### src/design/msgd_pkg.sv
// Shared types, widths and arithmetic helpers for the perceptron trainer.
// Used by every module of the block; depends on nothing else.
package msgd_pkg;

  localparam int FRAC_BITS = 12;
  localparam int ONE       = 1 << FRAC_BITS;
  localparam int ACT_W     = FRAC_BITS + 1;
  localparam int W_W       = 16;
  localparam int LR_W      = 13;
  localparam int PIDX_W    = 4;
  localparam int PRE_W     = 22;
  localparam int PH_W      = ACT_W + 1 + W_W;
  localparam int PO_W      = ACT_W + 1 + W_W;
  localparam int DSIG_W    = 12;
  localparam int ERR_W     = ACT_W + 2;
  localparam int DOUT_W    = 16;
  localparam int DLR_W     = DOUT_W + LR_W + 1;
  localparam int T_W       = 20;
  localparam int DH_W      = 16;
  localparam int DHLR_W    = DH_W + LR_W + 1;
  localparam int EP_W      = ACT_W + 1 + DLR_W;
  localparam int SIG_OFFSET = 8 * ONE;

  localparam logic signed [47:0] W_MAX = 48'sd32767;
  localparam logic signed [47:0] W_MIN = -48'sd32768;

  typedef enum logic [3:0] {
    ST_IDLE, ST_HMUL, ST_HSUM, ST_HSIG, ST_OMUL, ST_OSUM, ST_OSIG, ST_ODSIG,
    ST_DOUT, ST_DLR, ST_UPD1, ST_UPD2, ST_UPD3, ST_UPD4, ST_RESP
  } state_t;

  typedef struct packed {
    state_t                   st;
    logic                     ld_en;
    logic [PIDX_W-1:0]        ld_idx;
    logic signed [W_W-1:0]    ld_val;
  } ctl_t;

  // Shift right by s with rounding half towards plus infinity.
  function automatic logic signed [47:0] round_shift(input logic signed [47:0] v,
                                                     input int unsigned s);
    return (v + (48'sd1 <<< (s - 1))) >>> s;
  endfunction

  function automatic logic signed [W_W-1:0] sat16(input logic signed [47:0] v);
    logic signed [W_W-1:0] res;
    if (v > W_MAX) res = W_MAX[W_W-1:0];
    else if (v < W_MIN) res = W_MIN[W_W-1:0];
    else res = v[W_W-1:0];
    return res;
  endfunction

  // Sigmoid derivative y*(1-y); y never exceeds one, so the result fits.
  function automatic logic [DSIG_W-1:0] dsig(input logic [ACT_W-1:0] y);
    logic [2*ACT_W-1:0] p;
    p = (2*ACT_W)'(y) * (2*ACT_W)'(ACT_W'(ONE) - y);
    return p[FRAC_BITS+DSIG_W-1:FRAC_BITS];
  endfunction

  // Long division by shift and subtract, used only while building the table.
  function automatic longint unsigned udiv(input longint unsigned n,
                                           input longint unsigned d);
    longint unsigned q;
    longint unsigned rem;
    q = 0;
    rem = 0;
    for (int b = 63; b >= 0; b--) begin
      rem = {rem[62:0], n[b]};
      if (rem >= d) begin
        rem = rem - d;
        q[b] = 1'b1;
      end
    end
    return q;
  endfunction

  // One sigmoid table entry, evaluated at the centre of its bin.
  function automatic logic [ACT_W-1:0] sig_entry(input int unsigned i,
                                                 input int unsigned depth);
    longint unsigned pw [15];
    longint unsigned t;
    longint unsigned r;
    longint unsigned den;
    longint unsigned q;
    longint          xv;
    pw[0] = 64'd4293918848;
    for (int k = 1; k < 15; k++)
      pw[k] = (pw[k-1] * pw[k-1] + 64'd2147483648) >> 32;
    xv = longint'(udiv(64'(2 * i + 1) * 64'd32768, 64'(depth))) - 64'sd32768;
    t = (xv < 0) ? 64'(-xv) : 64'(xv);
    r = 64'd1 << 32;
    for (int k = 0; k < 15; k++)
      if (t[k]) r = (r * pw[k] + 64'd2147483648) >> 32;
    den = (64'd1 << 32) + r;
    if (xv >= 0) q = udiv((64'(ONE) << 32) + (den >> 1), den);
    else q = udiv(64'(ONE) * r + (den >> 1), den);
    return ACT_W'(q);
  endfunction

endpackage

### src/design/msgd_sigmoid.sv
// Sigmoid lookup: bin index from a pre-activation and a constant table.
// Depends on msgd_pkg.
module msgd_sigmoid #(
  parameter int SIG_TABLE_DEPTH = 256
) (
  input  logic signed [msgd_pkg::PRE_W-1:0] pre,
  output logic        [msgd_pkg::ACT_W-1:0] act
);
  import msgd_pkg::*;

  localparam int IDX_W = $clog2(SIG_TABLE_DEPTH);
  localparam int PW    = PRE_W + IDX_W + 2;

  logic [ACT_W-1:0]      rom [SIG_TABLE_DEPTH];
  logic signed [PRE_W:0] off;
  logic [PW-1:0]         prod;
  logic [PW-1:0]         idx_full;
  logic [IDX_W-1:0]      idx;

  for (genvar g = 0; g < SIG_TABLE_DEPTH; g++) begin : g_rom
    assign rom[g] = sig_entry(g, SIG_TABLE_DEPTH);
  end

  always_comb begin
    off      = $signed({pre[PRE_W-1], pre}) + $signed((PRE_W+1)'(SIG_OFFSET));
    prod     = PW'(off[PRE_W-1:0]) * PW'(SIG_TABLE_DEPTH);
    idx_full = prod >> (FRAC_BITS + 4);
    // Below the table clamps to the first entry, above it to the last.
    if (off[PRE_W]) idx = '0;
    else if (idx_full > PW'(SIG_TABLE_DEPTH - 1)) idx = IDX_W'(SIG_TABLE_DEPTH - 1);
    else idx = idx_full[IDX_W-1:0];
    act = rom[idx];
  end

endmodule

### src/design/msgd_out.sv
// Output unit: merges the lane products, output sigmoid, error and delta.
// Depends on msgd_pkg and msgd_sigmoid.
module msgd_out #(
  parameter int NUM_IN          = 2,
  parameter int NUM_HIDDEN      = 2,
  parameter int SIG_TABLE_DEPTH = 256
) (
  input  logic                               clk,
  input  logic                               rst_n,
  input  msgd_pkg::ctl_t                     ctl,
  input  logic signed [msgd_pkg::PO_W-1:0]   prod_o [NUM_HIDDEN],
  input  logic        [msgd_pkg::ACT_W-1:0]  tgt,
  input  logic        [msgd_pkg::LR_W-1:0]   lr,
  output logic        [msgd_pkg::ACT_W-1:0]  o,
  output logic signed [msgd_pkg::ERR_W-1:0]  err,
  output logic signed [msgd_pkg::DOUT_W-1:0] dout,
  output logic signed [msgd_pkg::DLR_W-1:0]  dlr
);
  import msgd_pkg::*;

  localparam int ACC_W  = 36;
  localparam int OB_IDX = NUM_IN * NUM_HIDDEN + 2 * NUM_HIDDEN;

  logic signed [W_W-1:0]    ob_r;
  logic signed [PRE_W-1:0]  pre_r;
  logic        [ACT_W-1:0]  o_r;
  logic signed [ERR_W-1:0]  err_r;
  logic        [DSIG_W-1:0] dso_r;
  logic signed [DOUT_W-1:0] dout_r;
  logic signed [DLR_W-1:0]  dlr_r;

  logic signed [ACC_W-1:0]  acc;
  logic        [ACT_W-1:0]  act_o;

  always_comb begin
    acc = ACC_W'(ob_r) <<< FRAC_BITS;
    for (int j = 0; j < NUM_HIDDEN; j++)
      acc = acc + ACC_W'(prod_o[j]);
  end

  msgd_sigmoid #(.SIG_TABLE_DEPTH(SIG_TABLE_DEPTH)) u_sig (.pre(pre_r), .act(act_o));

  assign o    = o_r;
  assign err  = err_r;
  assign dout = dout_r;
  assign dlr  = dlr_r;

  always_ff @(posedge clk) begin
    if (!rst_n) begin
      ob_r <= '0;
    end else if (ctl.ld_en && int'(ctl.ld_idx) == OB_IDX) begin
      ob_r <= ctl.ld_val;
    end else if (ctl.st == ST_UPD1) begin
      ob_r <= sat16(48'(ob_r) + round_shift(48'(dlr_r), FRAC_BITS));
    end
  end

  always_ff @(posedge clk) begin
    unique case (ctl.st)
      ST_OSUM: pre_r <= PRE_W'(round_shift(48'(acc), FRAC_BITS));
      ST_OSIG: begin
        o_r   <= act_o;
        err_r <= $signed({2'b00, tgt}) - $signed({2'b00, act_o});
      end
      ST_ODSIG: dso_r <= dsig(o_r);
      ST_DOUT: dout_r <= DOUT_W'(round_shift(48'(32'(err_r) * 32'($signed({1'b0, dso_r}))),
                                             FRAC_BITS));
      ST_DLR: dlr_r <= dout_r * $signed({1'b0, lr});
      default: ;
    endcase
  end

endmodule

### config.mk
export PLATFORM = sky130hd
export DESIGN_NAME = msgd_out
export DESIGN_NICKNAME = d
export VERILOG_FILES = /design/src/design/msgd_pkg.sv /design/src/design/msgd_sigmoid.sv /design/src/design/msgd_out.sv
export SDC_FILE = /design/constraint.sdc
export NUM_CORES = 2
export LEC_CHECK = 0
export BUFFER_PORTS_ARGS = -buffer_cell sky130_fd_sc_hd__buf_2
export CORE_MARGIN = 2
export CORE_UTILIZATION = 45
export CTS_CLUSTER_SIZE = 40
export DETAILED_ROUTE_END_ITERATION = 6
export PLACE_DENSITY_LB_ADDON = 0.25
export RECOVER_POWER = 25
export SLEW_MARGIN = 20
export SYNTH_ARGS = -nofsm -noshare
export SYNTH_HDL_FRONTEND = slang
export SYNTH_HIERARCHICAL = 1
export SYNTH_SLANG_ARGS = --single-unit
export TNS_END_PERCENT = 30
### constraint.sdc
create_clock -name clk -period 6.94 [get_ports clk]
set_input_delay 0.694 -clock clk [delete_from_list [all_inputs] [get_ports clk]]
set_output_delay 0.694 -clock clk [all_outputs]
set_load 0.1 [all_outputs]
Yosys cells after proc, flatten, opt, wreduce, memory -nomap -nowiden
Memories as Yosys holds them, arrays and structs flattened.
Index checks and enable logic that the tools add are counted.
- add/sub/neg operators: 9
- mux-type cells: 8
- bitwise operators: 1
- reduce and logical (&&, ||, !) cells: 2
- shift-type cells: 0
- divide/modulo/power cells: 0
- eq/ne operators: 7
- order comparisons: 4
- multipliers: 3
- operators with widths (cell ; count):
    two-way mux 16 bit ; 4
    adder 32 x 13 -> 33 bit, second input constant ; 1
    adder 31 x 30 -> 32 bit ; 1
    adder 28 x 30 -> 31 bit ; 1
    adder 30 x 13 -> 31 bit, second input constant ; 1
    multiplier 16 x 14 -> 30 bit ; 1
    adder 27 x 13 -> 28 bit, second input constant ; 1
    multiplier 14 x 13 -> 27 bit ; 1
    two-way mux 13 bit ; 2
    multiplier 14 x 14 -> 24 bit ; 1
    adder 21 x 17 -> 22 bit, second input constant ; 1
    adder 16 x 19 -> 20 bit ; 1
    > comparator 20 x 16 -> 1 bit, second input constant ; 1
    < comparator 20 x 16 -> 1 bit, second input constant ; 1
    equality test 4 bit, second input constant ; 4
    two-way mux 8 bit ; 2
    > comparator 14 x 8 -> 1 bit, second input constant ; 1
    subtractor 13 x 13 -> 14 bit ; 1
    subtractor 13 x 13 -> 14 bit, first input constant ; 1
    equality test 4 x 3 -> 1 bit, second input constant ; 3
    >= comparator 9 bit, second input constant ; 1
    NOT 8 -> 9 bit ; 1
    nonzero test 2 bit ; 1
    logical AND 1 bit ; 1
- input bits: 113
- output and inout port bits: 74
- memories kept: 1
- RAM bits: 0
- word-level logic and storage cells: 42
- flip-flop bits (word level): 122
- ROM bits: 3328
- latch bits: 0
- memory list (memory ; words ; bits a word ; rd ports ; clocked after memory_dff ; write ports ; RTL line ; RTL):
    (no name shown) ; 256 ; 13 ; 1 ; 0 ; 0 ; msgd_sigmoid.sv:32 ; act = rom[idx];

Longest topological paths before layout
- depth in word-level cells: 9
- depth in mapped cells: 30

Modules after synthesis
The synthesis kept the hierarchy.
- modules (own cells, without submodules) (module ; cells an instance ; instances ; area an instance (µm²)):
    msgd_out ; 2811 ; 1 ; 27490.1
    msgd_sigmoid ; 556 ; 1 ; 3447.1

Worst setup path before layout
No wires, ideal clock.
- kind: reg2reg
- start point: reg o_r[0] (netlist: o[0])
- end point: reg dso_r[8] (data pin)
- setup slack: -0.994 ns
- stages on the path, launching flop included: 28
- arrival time: 7.676 ns
- period minus slack after synthesis: 7.934 ns
- buffers on the path: 2
- required time: 6.682 ns
- cells stage by stage: edfxtp_1 > clkbuf_1 > inv_2 > ha_1 > nor3b_1 > nor3b_1 > nor3b_1 > nor3b_1 > ha_1 > clkbuf_1 > nand2b_1 > fa_1 > fa_1 > inv_1 > fa_1 > fa_1 > fa_1 > inv_1 > fa_1 > inv_1 > ha_1 > a21o_1 > a21o_1 > a21oi_1 > o211ai_1 > a31o_2 > a21oi_1 > xnor2_1
- word-level cells in the longest chain between the ends: 2
- RTL lines (element ; RTL line ; RTL):
    from (decl) ; msgd_out.sv:26 ; logic [ACT_W-1:0] o_r;
    from (signal assigned) ; msgd_out.sv:62 ; o_r <= act_o;
    subtractor 13 x 13 -> 14 bit ; msgd_pkg.sv:56 ; p = (2*ACT_W)'(y) * (2*ACT_W)'(ACT_W'(ONE) - y);
    multiplier 14 x 14 -> 24 bit (*) ; msgd_pkg.sv:56 ;
    to (signal assigned) ; msgd_out.sv:65 ; ST_ODSIG: dso_r <= dsig(o_r);
    to (decl) ; msgd_out.sv:28 ; logic [DSIG_W-1:0] dso_r;
Every way passes the cells marked *; elsewhere a longest branch is shown, timed or not.
A chain may end at the register's enable or synchronous reset.

Final worst setup path
Same ends and word-level chain as after synthesis.

==> out/qor.yml <==
clocking:
  worst_skew_pair.late_latency_ps: 480
  clock_sinks: 114
  path_clk_slew_ps: 60
  clockBufferDepth: 2
  cts_buffers: 17
  cts_max_level: 4
  cts-root-buf: "clkbuf_16"
  cts_tree: "done"
  postCtsHoldBufs: 0
run_status:
  violations: "max-capacitance violations, max-slew violations"
  outcome: "finished, violations left"
die:
  die_w_um: 265
  rows: 95
  die-area_um2: 70000
  core_area_um2: 67200
  die_h_um: 265
  ioPinCount: 187
  floorplan.initialDensity: 0.455
setup_path:
  max_stage_delay_ps: 560
  path_max_fanout: 8
  reg2reg_depth: 27
  setup.worst_path.start_class: "flip-flop"
  setup.worst_path.class: "reg2reg"
  worst-path-buf-inv: 7
  path_common_cell: "fa_1"
  worst_path_max_delay_cell: "fa_2"
  critPathArrivalTime_ps: 7050
  r2r-end: "dso_r[8]"
  timing.rr.start: "o[0]"
  cp.required_ps: 7160
  cpLargestDelayFamily: "adder cells"
  rrSetupSlack_ps: 100
  end_kind: "flip-flop"
final_layout:
  mostFrequentLayoutCells: "inv_1 (607), fa_1 (509), ha_1 (328)"
  layout_commonest_cell: "inv_1"
  drive_gt1_frac: 0.125
  area_delta_synth_final_pct: 10.4
  num-nets-final: 4479
min_path:
  min_path_type: "in2reg"
  worstHoldStart: "ctl[15]"
  hold_end: "ob_r[15]"
  hold_path_depth: 3
timing:
  period_share: 0.985
  finalHoldViolCount: 0
  finalCriticalPeriod_ps: 6840
  finalMaxSlewViolations: 59
  finalClockSkew_ps: 20.2
  fin_setup_tns_ps: 0
  grt_setup_unrepaired: "true"
  tightest_slew_ps: 1930
  max_slew_margin: -0.284
  clock.fmax_mhz: 146
  setup_viol: 0
global_route:
  track_usage: 0.248
  grt_first_pass_wirelength_um: 136000
  grt_max_degree: 52
  antenna_found_initial: 0
  grt_pass1_vias: 24974
  grt_overflow: 0
placed_design:
  globalplace.congestion: 1.04
  io_buffers: 186
  dp_hpwl_um: 67000
drt:
  drt_first_iter_violations: 1875
  drc: 0
  viasPerCell: 5.54
  drtPass1Iterations: 7
  num_vias: 24394
  routedWlPerCell_um: 19.0
  detail-route-antenna-nets: 0
  wl_um: 83600
job:
  cap_violations: 2
yosys:
  synth_area_um2: 30600
  synth.net_count: 4294
  synth_area_per_cell_um2: 9.16
  synthCells: 3335
  ys.warnings.count: 6
## timing repair
item	4_1_cts	5_1_grt
hold endpoints to repair	0	0
buffers inserted	0	10
gates resized for setup	0	20
setup endpoints to repair	0	11
## layout make-up
class / instances / area (um^2)
Clock inverter: 14 / 155
Inverter: 612 / 2300
Timing Repair Buffer: 318 / 1910
Multi-Input combinational cell: 2457 / 24600
Clock buffer: 18 / 439
Sequential cell: 114 / 3260
Tap cell: 873 / 1090
Fill cell: 6389 / 33400
Antenna cell: 1 / 2.50
## worst max path at each step
stage	cells past startpoint	startpoint	slack, ps	end
after floorplan	28	o[0]	-450	dso_r[10]
after global placement	23	o[2]	180	dso_r[10]
after detailed placement	23	o[2]	40	dso_r[10]
after CTS	23	o[2]	30	dso_r[10]
after global routing	28	o[0]	-130	dso_r[10]
final	27	o[0]	100	dso_r[8]
## tightest hold or removal path, cell delays in order
cell and delay (ps):
buf_2 100, mux2i_1 60, nor2b_1 90
## flip-flops by register name, summed over array words and instances (netlist names)
name	count
ob_r	16
err	14
o	13
dout	16
dlr	30
dso_r	12
pre_r	13
## per-layer routing
| metal | GRT usage | part of all wire | vias to the layer above |
|---|---|---|---|
| li1 | - | - | 11175 |
| met1 | 0.338 | 0.43 | 12121 |
| met2 | 0.399 | 0.47 | 881 |
| met3 | 0.0406 | 0.063 | 217 |
| met4 | 0.0877 | 0.036 | 0 |
| met5 | 0 | 0 | - |
## per-stage QoR
stage                     cell area, um^2  utilization  worst slack, ps  hold slack, ps  cells
final                               33700        0.502              105             512   4407
after global routing                33700        0.502             -129             539   4406
after CTS                           33600        0.500             33.6             473   4396
after detailed placement            33000        0.491             35.9             648   4364
after global placement              33000        0.491              183             642   4364
after floorplan                     30700            -             -455             595   3335
Power is left out: the tool's default activity adds up to more than one toggle a clock period on the data nets, which glitch-free logic cannot reach.
